**config.mk**
```make
export PLATFORM = sky130hd
export DESIGN_NAME = gb3_ram
export DESIGN_NICKNAME = d
export VERILOG_FILES = /design/src/hdl/gaussian_blur_3x3_stream_top_defines.svh /design/src/hdl/gb3_ram.sv
export SDC_FILE = /design/constraint.sdc
export NUM_CORES = 1
export LEC_CHECK = 0
export BUFFER_PORTS_ARGS = -buffer_cell sky130_fd_sc_hd__buf_2
export CORE_MARGIN = 2
export CORE_UTILIZATION = 44
export CTS_CLUSTER_DIAMETER = 80
export DETAILED_ROUTE_END_ITERATION = 10
export PLACE_DENSITY = 0.63
export SYNTH_ARGS = -nofsm -noshare
export SYNTH_HDL_FRONTEND = slang
export SYNTH_SLANG_ARGS = --single-unit
```
**constraint.sdc**
```tcl
create_clock -name clk -period 3.8 [get_ports clk]
set_clock_uncertainty 0.05 [all_clocks]
set_input_delay 0.76 -clock clk [delete_from_list [all_inputs] [get_ports clk]]
set_output_delay 0.76 -clock clk [all_outputs]
set_load 0.01 [all_outputs]
```
**src/hdl/gaussian_blur_3x3_stream_top_defines.svh**
```systemverilog
// Assertion macros shared by the blur block.
`ifndef GAUSSIAN_BLUR_3X3_STREAM_TOP_DEFINES_SVH
`define GAUSSIAN_BLUR_3X3_STREAM_TOP_DEFINES_SVH

// Same-cycle implication, checked out of reset.
`define GB3_ASSERT_IMPLIES(lbl, ante, cons) \
	lbl: assert property (@(posedge clk) disable iff (!arst_n) (ante) |-> (cons)) \
		else $error("gb3 check failed");

// Next-cycle implication, checked out of reset.
`define GB3_ASSERT_NEXT(lbl, ante, cons) \
	lbl: assert property (@(posedge clk) disable iff (!arst_n) (ante) |=> (cons)) \
		else $error("gb3 check failed");

`endif

```
**src/hdl/gb3_ram.sv**
```systemverilog
// Generic single-write, single-read RAM with registered read data.
`timescale 1ns / 1ps
module gb3_ram #(
	parameter int WIDTH = 8,
	parameter int DEPTH = 16
) (
	input  logic                     clk,
	input  logic                     we,
	input  logic [$clog2(DEPTH)-1:0] waddr,
	input  logic [WIDTH-1:0]         wdata,
	input  logic [$clog2(DEPTH)-1:0] raddr,
	output logic [WIDTH-1:0]         rdata
);

	logic [WIDTH-1:0] mem_q [DEPTH];

	always_ff @(posedge clk) begin
		if (we) begin
			mem_q[waddr] <= wdata;
		end
		rdata <= mem_q[raddr];
	end

endmodule

```
== Yosys cells after proc, flatten, opt, wreduce, memory -nomap -nowiden ==
Memory sizes are Yosys's and may differ from the RTL's. A register that Yosys moved wholly into a read port is not among the register bits.
Cells that the tools add are included.
Storage, ports and cells
  register bits: 0
  RAM bits: 128
  input port bits: 18
  output and inout port bits: 8
  word-level logic and storage cells: 3
  memories kept: 1
Cells by class
  multiplexer cells: 2
Memory list
  mem_q: depth 16, width 8, read ports 1, clocked after memory_dff 1, write ports 1, RTL line gb3_ram.sv:15  | logic [WIDTH-1:0] mem_q [DEPTH];
Operator list (number)
  $mux 1: 2

== Logic depth before layout (Yosys ltp) ==
  word-level depth: 2
  depth in mapped cells: 5
  gate-level depth less buffers: 3

== Least setup slack after synthesis ==
Ideal clock, no wire load.
  path kind: input -> register
  start: input port waddr[2]
  end: memory mem_q[0][0] (enable)
  setup time: 0.383 ns
  arrival time: 1.870 ns
  required time: 3.367 ns
  setup slack: 1.497 ns
  stages: 2
  path buffers: 0
  cells stage by stage: or3b_2 nor3_1
RTL lines
  start: declaration: RTL line gb3_ram.sv:9  | input logic [$clog2(DEPTH)-1:0] waddr,
  end: declaration: RTL line gb3_ram.sv:15
Straight into the memory's write port.

==> impl_metrics.csv <==
group,metric,value,unit
power,post-layout-total-power,3.483,mW
timing,max_freq,457.0,MHz
global_routing,wire_length_of_the_first_global_routing_pass,14550,um
critical_path,cp-endpoint,"rdata[3]",
critical_path,max_stage_delay,0.65,ns
timing,timing.final.crit_share,57.59,%
status,run_status,"finished clean",
finish,post_route_cells_drive_above_1_share,27.66,%
global_routing,overall_routing_resource_usage,16.25,%
critical_path,timing_worst_setup_path_type,"input port to flop",
route,post-route-drc-count,0,
critical_path,worstSetupStartpointType,"input port",
timing,timing.setup.tns,0,ns
clocking,resized_gates_after_cts,0,
critical_path,worstSetupStartpoint,"raddr[0]",
route,detailedRoute.firstPassIterationCount,4,
critical_path,worst_r2r_path_depth,3,
global_routing,antenna_found_initial,0,
critical_path,cp_slowest_cell,"sky130_fd_sc_hd__mux4_1",
floorplanning,die_h,112.2,um
timing,timing.final.crit_period,2.188,ns
power,cellLeakagePower,2.023,nW
timing,final_hold_viol_count,0,
min_path,hold_class,"flop to flop",
route,post_drt_wl_per_cell,22.30,um
synthesis,number_of_nets_produced_by_synthesis,247,
synthesis,yosysWarningCount,0,
finish,syn2layout_area_growth,16.77,%
finish,multi_input_area,1057,um2
floorplanning,chip_width,112.2,um
power,irDropWorstVdd,0.2393,mV
finish,fill_cell_instance_count_of_the_final_layout,908,
timing,tightestPinTransition,0.9770,ns
floorplanning,design.die.area,12580,um2
clocking,tritoncts,"yes",
critical_path,r2r_end,"rdata[3]",
clocking,clock_insertion_delay_worst_skew,0.41,ns
power,power_per_cell_area,579.4,nW/um2
route,routed_wirelength,9477,um
power,swShare,19.02,%
critical_path,end_kind,"flop",
critical_path,worstReg2RegStart,"mem_q[2][3]",
route,drtIter0Drc,119,
clocking,ctsRootBufferMaster,"sky130_fd_sc_hd__clkbuf_16",
global_routing,grt_overflow_total,0,
placed_design,place_congestion,0.7106,
synthesis,synth-seq-cells,136,
route,post_drt_via_cell_ratio,5.508,
power,power_report.internal_total,2.821,mW
power,power.share.sequential,48.4,%
critical_path,arrival,2.43,ns
power,share_of_power_burned_in_combinational_logic,4.3,%
clocking,cts_post_setup_buffers_inserted,0,
clocking,ctsHoldBuffers,0,
clocking,htree_num_levels,4,
timing,setup-violations-final,0,
job,maxCapViolCount,0,
route,drt.antenna.violating_nets,0,
synthesis,synth_top_flop_cell,"sky130_fd_sc_hd__edfxtp_1",
floorplanning,io_pins,26,
global_routing,first_global_vias,2417,
clocking,ctsLongestPathBuffers,2,
finish,antennaDiodeCount,0,
synthesis,synth_area,5147,um2
timing,timing_max_transition_violations_final,0,
floorplanning,core_area,11420,um2
placed_design,post_detailed_placement_half_perimeter_wirelength,5933,um
critical_path,path_max_fanout,14,
finish,ff_latch_area,4004,um2
critical_path,reg2reg_slack,2.34,ns
critical_path,critPathRequiredTime,4.04,ns
clocking,clk_transition_reported_paths,0.06,ns
power,clkPwrFrac,47.3,%
timing,relSlewSlack,34.63,%
floorplanning,starting_density_of_the_core,45.08,%
route,via_count,2341,
synthesis,synth_seq_area_share,77.78,%
power,power.net_switching,0.6623,mW
floorplanning,floorplan.rows,39,
finish,finalNetCount,287,
clocking,cts_inserted_buffers,17,
clocking,numClockSinks,136,
synthesis,synth-async-reset-ratio,0,%
placed_design,placement.io_buffers,25,
global_routing,maximum_number_of_pins_on_one_net_before_global_route_repair,33,
timing,setup_repair_after_global_routing_missed_its_margin,"no",
finish,final_core_util,52.64,%
synthesis,post_synth_inst_count,229,
critical_path,worstPathCellList,"buf_2 -> buf_4 -> mux4_1 -> a22oi_1 -> nand2_1",
synthesis,count_of_flip_flops_with_a_built_in_enable_after_synthesis,128,
synthesis,yosysUniqueCellTypes,19,
synthesis,mean_instance_size_in_the_synthesized_netlist,22.48,um2
## cell usage after synthesis (2+ instances only)
cell / n / area, um2
sky130_fd_sc_hd__a22oi_1: 16 / 120.1
sky130_fd_sc_hd__dfxtp_1: 8 / 160.2
sky130_fd_sc_hd__nor3_1: 4 / 20.02
sky130_fd_sc_hd__buf_2: 3 / 15.01
sky130_fd_sc_hd__nand2_1: 9 / 33.78
sky130_fd_sc_hd__clkdlybuf4s25_2: 3 / 30.03
sky130_fd_sc_hd__nand2b_1: 2 / 12.51
sky130_fd_sc_hd__mux4_2: 18 / 405.4
sky130_fd_sc_hd__nand3b_1: 2 / 15.01
sky130_fd_sc_hd__buf_6: 3 / 33.78
sky130_fd_sc_hd__edfxtp_1: 128 / 3844
sky130_fd_sc_hd__mux4_1: 14 / 367.9
sky130_fd_sc_hd__nor2_1: 13 / 48.80
## power by group through the flow
| stage | clock [mW] | sequential (mW) | combinational, mW |
|---|---|---|---|
| finish | 1.65 | 1.69 | 0.150 |
| global route | 1.75 | 1.69 | 0.165 |
| CTS | 1.67 | 1.69 | 0.153 |
| detailed placement | 0 | 1.72 | 0.152 |
| global placement | 0 | 1.71 | 0.149 |
| floorplan | 0 | 1.72 | 0.0851 |
## sequential cells by signal, indices dropped and copies added (netlist names)
register  cells
rdata         8
mem_q       128
## logic make-up after synthesis
group,share of synthesized area (%)
buffers and inverters,1.677
DFF,77.78
muxes,15.02
AOI/OAI and AO/OA,2.334
and+or+nand+nor,3.184
## cell type report
class,instances,area share [%]
Clock buffer,24,8.014
Clock inverter,8,1.978
Multi-Input combinational cell,83,17.59
Sequential cell,136,66.61
Tap cell,143,2.977
Timing Repair Buffer,31,2.831
## cell usage in the layout (no fill, tap or decap), types with 3 or more instances in the layout
master / netlist / routed
sky130_fd_sc_hd__a22oi_1: 16 / 16
sky130_fd_sc_hd__nand2_1: 9 / 9
sky130_fd_sc_hd__dfxtp_1: 8 / 8
sky130_fd_sc_hd__nor3_1: 4 / 4
sky130_fd_sc_hd__mux4_2: 18 / 18
sky130_fd_sc_hd__mux4_1: 14 / 14
sky130_fd_sc_hd__clkinv_2: 0 / 4
sky130_fd_sc_hd__clkbuf_1: 0 / 4
sky130_fd_sc_hd__clkbuf_8: 0 / 3
sky130_fd_sc_hd__clkbuf_16: 0 / 17
sky130_fd_sc_hd__bufinv_16: 0 / 3
sky130_fd_sc_hd__buf_2: 3 / 25
sky130_fd_sc_hd__buf_4: 1 / 6
sky130_fd_sc_hd__edfxtp_1: 128 / 128
sky130_fd_sc_hd__nor2_1: 13 / 13
## through the flow
stage	hold slack, ns	instance area [um2]	cells	setup WS, ns
global placement	0.5931	5410	393	1.232
global route	0.6553	6011	425	1.545
detailed placement	0.6033	5410	393	1.216
floorplan	0.5793	5147	229	1.497
finish	0.6121	6011	425	1.612
CTS	0.6163	6011	425	1.614
## per-layer routing
| layer | GRT usage (%) | wire [um] |
|---|---|---|
| met1 | 22.68 | 4197 |
| met2 | 24.62 | 4558 |
| met3 | 4.644 | 570 |
| met4 | 6.341 | 150 |
| met5 | 0 | 0 |
## worst min path at each step
stage	start	cells past startpoint	slack, ns	endpoint
floorplan	mem_q[7][0]	3	0.58	rdata[0]
global placement	mem_q[12][1]	3	0.59	rdata[1]
detailed placement	mem_q[12][1]	3	0.60	rdata[1]
CTS	mem_q[12][1]	3	0.62	rdata[1]
global route	mem_q[14][6]	3	0.66	rdata[6]
finish	mem_q[12][1]	3	0.61	rdata[1]
## critical path, delay by kind of cell
family / cells / cell delay, ns
compound gates: 1 / 0.27
buf+inv: 2 / 0.65
mux: 1 / 0.65
simple gates: 1 / 0.08
Power figures use the tool's default switching activity.
