<file path="src/hdl/gaussian_blur_3x3_stream_top_defines.svh">
// Assertion macros shared by the blur block.
`ifndef GAUSSIAN_BLUR_3X3_STREAM_TOP_DEFINES_SVH
`define GAUSSIAN_BLUR_3X3_STREAM_TOP_DEFINES_SVH

// Same-cycle implication, checked out of reset.
`define GB3_ASSERT_IMPLIES(lbl, ante, cons) \
	lbl: assert property (@(posedge clk) disable iff (!arst_n) (ante) |-> (cons)) \
		else $error("gb3 check failed");

// Next-cycle implication, checked out of reset.
`define GB3_ASSERT_NEXT(lbl, ante, cons) \
	lbl: assert property (@(posedge clk) disable iff (!arst_n) (ante) |=> (cons)) \
		else $error("gb3 check failed");

`endif

</file>
<file path="src/hdl/gb3_pkg.sv">
// Types and constants of the 3x3 binomial blur block.
`timescale 1ns / 1ps
package gb3_pkg;

	localparam int CH_BITS    = 16;
	localparam int NUM_CH     = 4;
	localparam int MAX_WIDTH  = 1024;
	localparam int COL_W      = $clog2(MAX_WIDTH);
	localparam int MAX_HEIGHT = 4096;
	localparam int ROW_W      = $clog2(MAX_HEIGHT);
	localparam int FW_W       = 11;
	localparam int FH_W       = 13;
	localparam int CFG_IDX_W  = 2;
	localparam int CFG_DATA_W = 13;
	localparam int FIFO_DEPTH = 8;
	localparam int FIFO_PTR_W = $clog2(FIFO_DEPTH);
	localparam int FIFO_CNT_W = FIFO_PTR_W + 1;
	// row sum a + 2b + c and the full 16x sum
	localparam int ROWSUM_W   = CH_BITS + 2;
	localparam int TOTAL_W    = CH_BITS + 4;

	// configuration register indexes
	localparam logic [CFG_IDX_W-1:0] REG_FRAME_WIDTH  = CFG_IDX_W'(0);
	localparam logic [CFG_IDX_W-1:0] REG_FRAME_HEIGHT = CFG_IDX_W'(1);

	localparam logic [FW_W-1:0] FW_RESET = FW_W'(1024);
	localparam logic [FH_W-1:0] FH_RESET = FH_W'(1024);
	localparam logic [FW_W-1:0] FW_MIN   = FW_W'(3);
	localparam logic [FW_W-1:0] FW_MAX   = FW_W'(MAX_WIDTH);
	localparam logic [FH_W-1:0] FH_MIN   = FH_W'(3);
	localparam logic [FH_W-1:0] FH_MAX   = FH_W'(MAX_HEIGHT);

	typedef logic [CH_BITS-1:0] chan_t;
	typedef chan_t [NUM_CH-1:0] pix_t;
	// one lane's 3x3 neighborhood: [row][col]
	typedef chan_t [2:0][2:0] lane_win_t;

	typedef struct packed {
		chan_t pixel_ch0;
		chan_t pixel_ch1;
		chan_t pixel_ch2;
		chan_t pixel_ch3;
	} in_req_t;

	typedef struct packed {
		chan_t blur_ch0;
		chan_t blur_ch1;
		chan_t blur_ch2;
		chan_t blur_ch3;
		logic  row_end;
		logic  frame_end;
	} out_req_t;

	// line store word: previous row and the row before it
	typedef struct packed {
		pix_t mid;
		pix_t top;
	} line_word_t;

endpackage

</file>
<file path="src/hdl/gb3_lane.sv">
// One channel lane: weighted 3x3 sum with rounding, two adder stages.
`timescale 1ns / 1ps
module gb3_lane
	import gb3_pkg::*;
(
	input  logic      clk,
	input  lane_win_t win,
	output chan_t     blur
);

	logic [ROWSUM_W-1:0] row_sum [3];
	logic [ROWSUM_W-1:0] row_sum_s3 [3];
	logic [TOTAL_W-1:0]  total;

	// horizontal 1-2-1 per row
	always_comb begin
		for (int i = 0; i < 3; i++) begin
			row_sum[i] = ROWSUM_W'(win[i][0]) + {1'b0, win[i][1], 1'b0}
				+ ROWSUM_W'(win[i][2]);
		end
	end

	always_ff @(posedge clk) begin
		for (int i = 0; i < 3; i++) begin
			row_sum_s3[i] <= row_sum[i];
		end
	end

	// vertical 1-2-1, then round to nearest
	assign total = TOTAL_W'(row_sum_s3[0]) + {1'b0, row_sum_s3[1], 1'b0}
		+ TOTAL_W'(row_sum_s3[2]) + TOTAL_W'(8);
	assign blur = total[TOTAL_W-1:4];

endmodule

</file>
<file path="config.mk">
export PLATFORM = sky130hd
export DESIGN_NAME = gb3_lane
export DESIGN_NICKNAME = d
export VERILOG_FILES = /design/src/hdl/gaussian_blur_3x3_stream_top_defines.svh /design/src/hdl/gb3_pkg.sv /design/src/hdl/gb3_lane.sv
export SDC_FILE = /design/constraint.sdc
export NUM_CORES = 1
export LEC_CHECK = 0
export ABC_AREA = 1
export BUFFER_PORTS_ARGS = -buffer_cell sky130_fd_sc_hd__buf_2
export CAP_MARGIN = 0
export CORE_MARGIN = 10
export CORE_UTILIZATION = 35
export DETAILED_ROUTE_END_ITERATION = 10
export SLEW_MARGIN = 25
export SYNTH_ARGS = -nofsm -noshare
export SYNTH_HDL_FRONTEND = slang
export SYNTH_SLANG_ARGS = --single-unit
</file>
<file path="constraint.sdc">
create_clock -name clk -period 5.7 [get_ports clk]
set_clock_uncertainty 0.05 [all_clocks]
set_input_delay 0 -clock clk [delete_from_list [all_inputs] [get_ports clk]]
set_output_delay 0 -clock clk [all_outputs]
set_load 0.01 [all_outputs]
</file>
; Yosys cells after proc, flatten, opt, wreduce, memory -nomap -nowiden
; Memory sizes are Yosys's and may differ from the RTL's.
; Index checks and enable logic that the tools add are counted.
[totals]
reg_bits = 0
ramBits = 54
out_inout_bits = 16
n_memories = 1
[op_classes]
add_sub_neg = 9
[memory_table]
columns = name, words, word_bits, rd, rd_ports_with_merged_regs, write_ports, line_no
row1 = row_sum_s3, 3, 18, 3, 0, 3, gb3_lane.sv:12  ; logic [ROWSUM_W-1:0] row_sum_s3 [3];
[ops]
columns = cell, count
row1 = $add A16 B17 Y18, 3
row2 = $add A18 B16 Y18, 3
row3 = $add A18 B19 Y20, 1
row4 = $add A20 B18 Y20, 1
row5 = $add A20 B4 Y20 const B, 1

; Depth between registers and ports, before layout
[depth]
word_depth = 3
mapped_depth = 15
mapped_depth_nobuf = 15

; Least setup slack after synthesis
; OpenSTA, ideal clock, no wires.
[synth_path]
path_kind = register to output
start = memory row_sum_s3[0][2] in the netlist's numbering
end = output blur[10]
t_arrival_ns = 2.255
required_ns = 5.650
path_slack_ns = 3.395
stages_incl_launch_ff = 16
cell_sequence = dfxtp_1 inv_1 fa_1 inv_1 fa_1 ha_1 nand3_1 o21bai_2 nand2_1 nand2_1 nand2_1 nand2_1 nand2_1 nand2_1 nand2_1 nand2_1
[synth_rtl]
columns = item, line_no
row1 = start: declaration, gb3_lane.sv:12
row2 = end: declaration, gb3_lane.sv:8  ; output chan_t blur

==> key figures <==
Cells and area
  • Final net count: 1180
  • Count of inserted antenna diode cells: 0
  • Final standard cell utilization of the core: 43.51%
  • Number of standard cells in the layout, taps in and fillers out: 1107
  • Layout area overhead: 22.33%
  • Biggest registers after layout: row_sum_s3 (54)
  • Fraction of layout cells with a size suffix above 1: 20.29%
  • Number of flip-flops in the largest register: 54
  • Non-Filler Cell Area, Final: 7191 sq um
  • Register with the highest flop count: row_sum_s3

Clock tree
  • Root buf cell: sky130_fd_sc_hd__clkbuf_16
  • Max H-tree Level: 2
  • Total CTS buffers: 5
  • TritonCTS clock tree: yes
  • Clock Pin Slew Worst Setup and Hold Paths: 0.07 ns
  • Max clock buf depth: 2
  • TritonCTS Sinks: 54

Timing
  • Hold Vio Cnt, Final: 0
  • Fmax achieved: 343.4 MHz
  • Post-layout minimum cycle time: 2.912 ns
  • Final Max Tran Viols: 0
  • Sum of negative setup slack: 0 ns
  • Transition at the pin with the smallest max-transition slack: 0.2928 ns
  • Setup repair after global routing missed its margin: no
  • Tightest slew margin relative to the limit: 80.27%
  • Setup violations, final: 0
  • Part of the cycle the worst path needs: 51.09%

Worst setup path
  • List of cells traversed by the critical path: inv_1 > fa_1 > inv_1 > fa_1 > ha_1 > nand3_1 > o21bai_2 > nand2_1 > nand2_1 > nand2_1 > nand2_1 > nand2_1 > nand2_1 > nand2_1 > nand2_1 > buf_2
  • Critical path buffer and inverter count: 3
  • Worst Path Class, Setup: reg -> out
  • Worst-path maximum fanout: 3
  • Endpoint required time on the critical path: 5.65 ns
  • Delay contributed by the slowest stage of the critical path: 0.42 ns
  • Crit-path slowest cell: sky130_fd_sc_hd__fa_1
  • Dominant cell type by count on the critical path: sky130_fd_sc_hd__nand2_1
  • Gate family responsible for the most delay along the worst path: adder cells
  • Critical path arrival: 2.86 ns
  • Crit end category: output pin
  • CP Launch Type: register

Yosys
  • Mux share of post-synthesis cell area: 0%
  • Number of different library cells in the post-synthesis netlist: 26
  • Adder and majority gate portion of the synthesized area: 40.02%
  • Synthesized-area fraction occupied by and/or/nand/nor cells: 17.94%
  • Synth Area in Compound Gates: 10.94%
  • Cell area after technology mapping: 5878 sq um
  • Post-Synthesis Net Count: 1006
  • Synthesized area per cell: 8.256 sq um
  • Syn. warnings: 0
  • Synth Register Bits: 54
  • Fraction of the yosys area taken by sequential cells: 18.39%
  • Main combinational cell family by area after synthesis: adder cells
  • Cell count after synthesis: 712
  • XOR/XNOR Fraction of Synth Area: 6.258%

Global routing
  • Wire length of the first global-routing pass: 24.16 mm
  • Antenna violations before repair: 0
  • Global-route congestion overflow total: 0
  • All-Layer GR Usage: 13.07%
  • Number of global-route vias before repair: 5298
  • Largest net degree at the start of global routing: 17

Floorplanning
  • Height of the die: 149.6 um
  • Ports: 161
  • Overall die area: 22380 sq um
  • Initial core utilization: 35.57%
  • FP Rows: 47
  • Core area: 16520 sq um
  • Horizontal extent of the die: 149.6 um

Drt
  • Count of nets left with antenna violations after detail routing: 0
  • 1st-iter DRT viols: 176
  • Average detailed-routed wire length per instance: 12.99 um
  • Total detailed-routing wirelength: 14.38 mm
  • DRC violations left: 0
  • Vias after detailed routing: 5051
  • Detailed Routing Iterations Pass 1: 4
  • Vias per std cell: 4.563

Place
  • Number of placed instances with taps included: 1092
  • GPL Wtd Cong: 0.8710
  • Estimated wirelength of the detail-placed design: 13.15 mm
  • Area after detailed placement: 6954 sq um
  • Port Buffer Count: 160

Run
  • Number of maximum-capacitance violations: 0

Run status
  • Status: finished, final reports clean

Hold path
  • Path class of the lowest-slack min-delay path: in -> reg
==> cells by family after synthesis <==
logic type      after synthesis
fa+ha+maj                   149
compound gates              114
xor+xnor                     42
simple gates                252
flops                        54
buf+inv                     101
==> path summary, 6_finish.rpt <==
path | to | slack [ns] | cells past startpoint | from
worst min-delay path | row_sum_s3[0][17] | 0.02 | 4 | win[31]
worst max-delay path | blur[14] | 2.79 | 16 | row_sum_s3[0][2]
==> synthesized netlist by cell type <==
master	count	share of area, %
sky130_fd_sc_hd__a21boi_0	1	0.13
sky130_fd_sc_hd__nor2_1	37	2.4
sky130_fd_sc_hd__nand3b_1	2	0.26
sky130_fd_sc_hd__o21ai_2	3	0.45
sky130_fd_sc_hd__dfxtp_1	54	18
sky130_fd_sc_hd__a31oi_1	8	0.85
sky130_fd_sc_hd__nand3_2	1	0.17
sky130_fd_sc_hd__fa_1	65	22
sky130_fd_sc_hd__nand2_1	159	10
sky130_fd_sc_hd__a21oi_1	64	5.4
sky130_fd_sc_hd__nor3_1	4	0.34
sky130_fd_sc_hd__nand3_1	36	3.1
sky130_fd_sc_hd__nand4_2	2	0.43
sky130_fd_sc_hd__o21a_1	3	0.38
sky130_fd_sc_hd__nand4_1	5	0.53
sky130_fd_sc_hd__xnor2_1	12	1.8
sky130_fd_sc_hd__o21ai_1	2	0.17
sky130_fd_sc_hd__o21bai_2	1	0.19
sky130_fd_sc_hd__ha_1	84	18
sky130_fd_sc_hd__nand2_2	6	0.64
sky130_fd_sc_hd__inv_1	101	6.4
sky130_fd_sc_hd__o21ai_0	18	1.5
sky130_fd_sc_hd__a21o_1	6	0.77
sky130_fd_sc_hd__o21bai_1	5	0.64
sky130_fd_sc_hd__o31ai_1	3	0.38
sky130_fd_sc_hd__xor2_1	30	4.5
==> final cells by class <==
| class | count | area (sq um) |
|---|---|---|
| fill | 1676 | 9334 |
| multi-input combinational | 557 | 4418 |
| sequential | 54 | 1081 |
| timing repair buffer | 167 | 870.8 |
| inverter | 101 | 379.1 |
| tap | 220 | 275.3 |
| clock buffer | 6 | 128.9 |
| clock inverter | 2 | 37.54 |
==> layer usage <==
metal  track usage (%)  part of all wire [%]
met5                 0                     0
met4             1.619                  0.49
met3             3.261                   6.0
met2             23.58                    51
met1             15.64                    43
==> metrics by stage <==
step	setup slack (ns)	hold slack, ns
floorplan	3.395	0.07031
global placement	3.118	0.1620
detailed placement	3.079	0.1724
CTS	2.753	0.03554
global route	2.516	0.04134
finish	2.788	0.02269
==> layout by cell type, fill, tap and decap left out, types with 2 or more instances in the layout <==
master	synthesis	layout
sky130_fd_sc_hd__o31ai_1	3	3
sky130_fd_sc_hd__o21a_1	3	3
sky130_fd_sc_hd__nand4_1	5	5
sky130_fd_sc_hd__inv_1	101	101
sky130_fd_sc_hd__o21ai_0	18	18
sky130_fd_sc_hd__ha_1	84	84
sky130_fd_sc_hd__nor2_1	37	37
sky130_fd_sc_hd__a31oi_1	8	8
sky130_fd_sc_hd__o21ai_1	2	2
sky130_fd_sc_hd__nand3_1	36	36
sky130_fd_sc_hd__nand2_1	159	159
sky130_fd_sc_hd__o21bai_1	5	5
sky130_fd_sc_hd__a21o_1	6	6
sky130_fd_sc_hd__a21oi_1	64	64
sky130_fd_sc_hd__buf_2	0	160
sky130_fd_sc_hd__nor3_1	4	4
sky130_fd_sc_hd__dlygate4sd3_1	0	7
sky130_fd_sc_hd__xnor2_1	12	12
sky130_fd_sc_hd__nand4_2	2	2
sky130_fd_sc_hd__o21ai_2	3	3
sky130_fd_sc_hd__dfxtp_1	54	54
sky130_fd_sc_hd__nand2_2	6	6
sky130_fd_sc_hd__xor2_1	30	30
sky130_fd_sc_hd__nand3b_1	2	2
sky130_fd_sc_hd__fa_1	65	65
sky130_fd_sc_hd__clkbuf_16	0	5
==> what timing repair did <==
| action | in CTS | in global routing |
|---|---|---|
| hold buffers | 7 | 0 |
| endpoints found under the hold margin | 4 | 0 |
| resized for setup | 0 | 0 |
| buffers inserted | 0 | 0 |
Power is left out: the tool's default activity adds up to more than one toggle a clock period on the data nets, which glitch-free logic cannot reach.
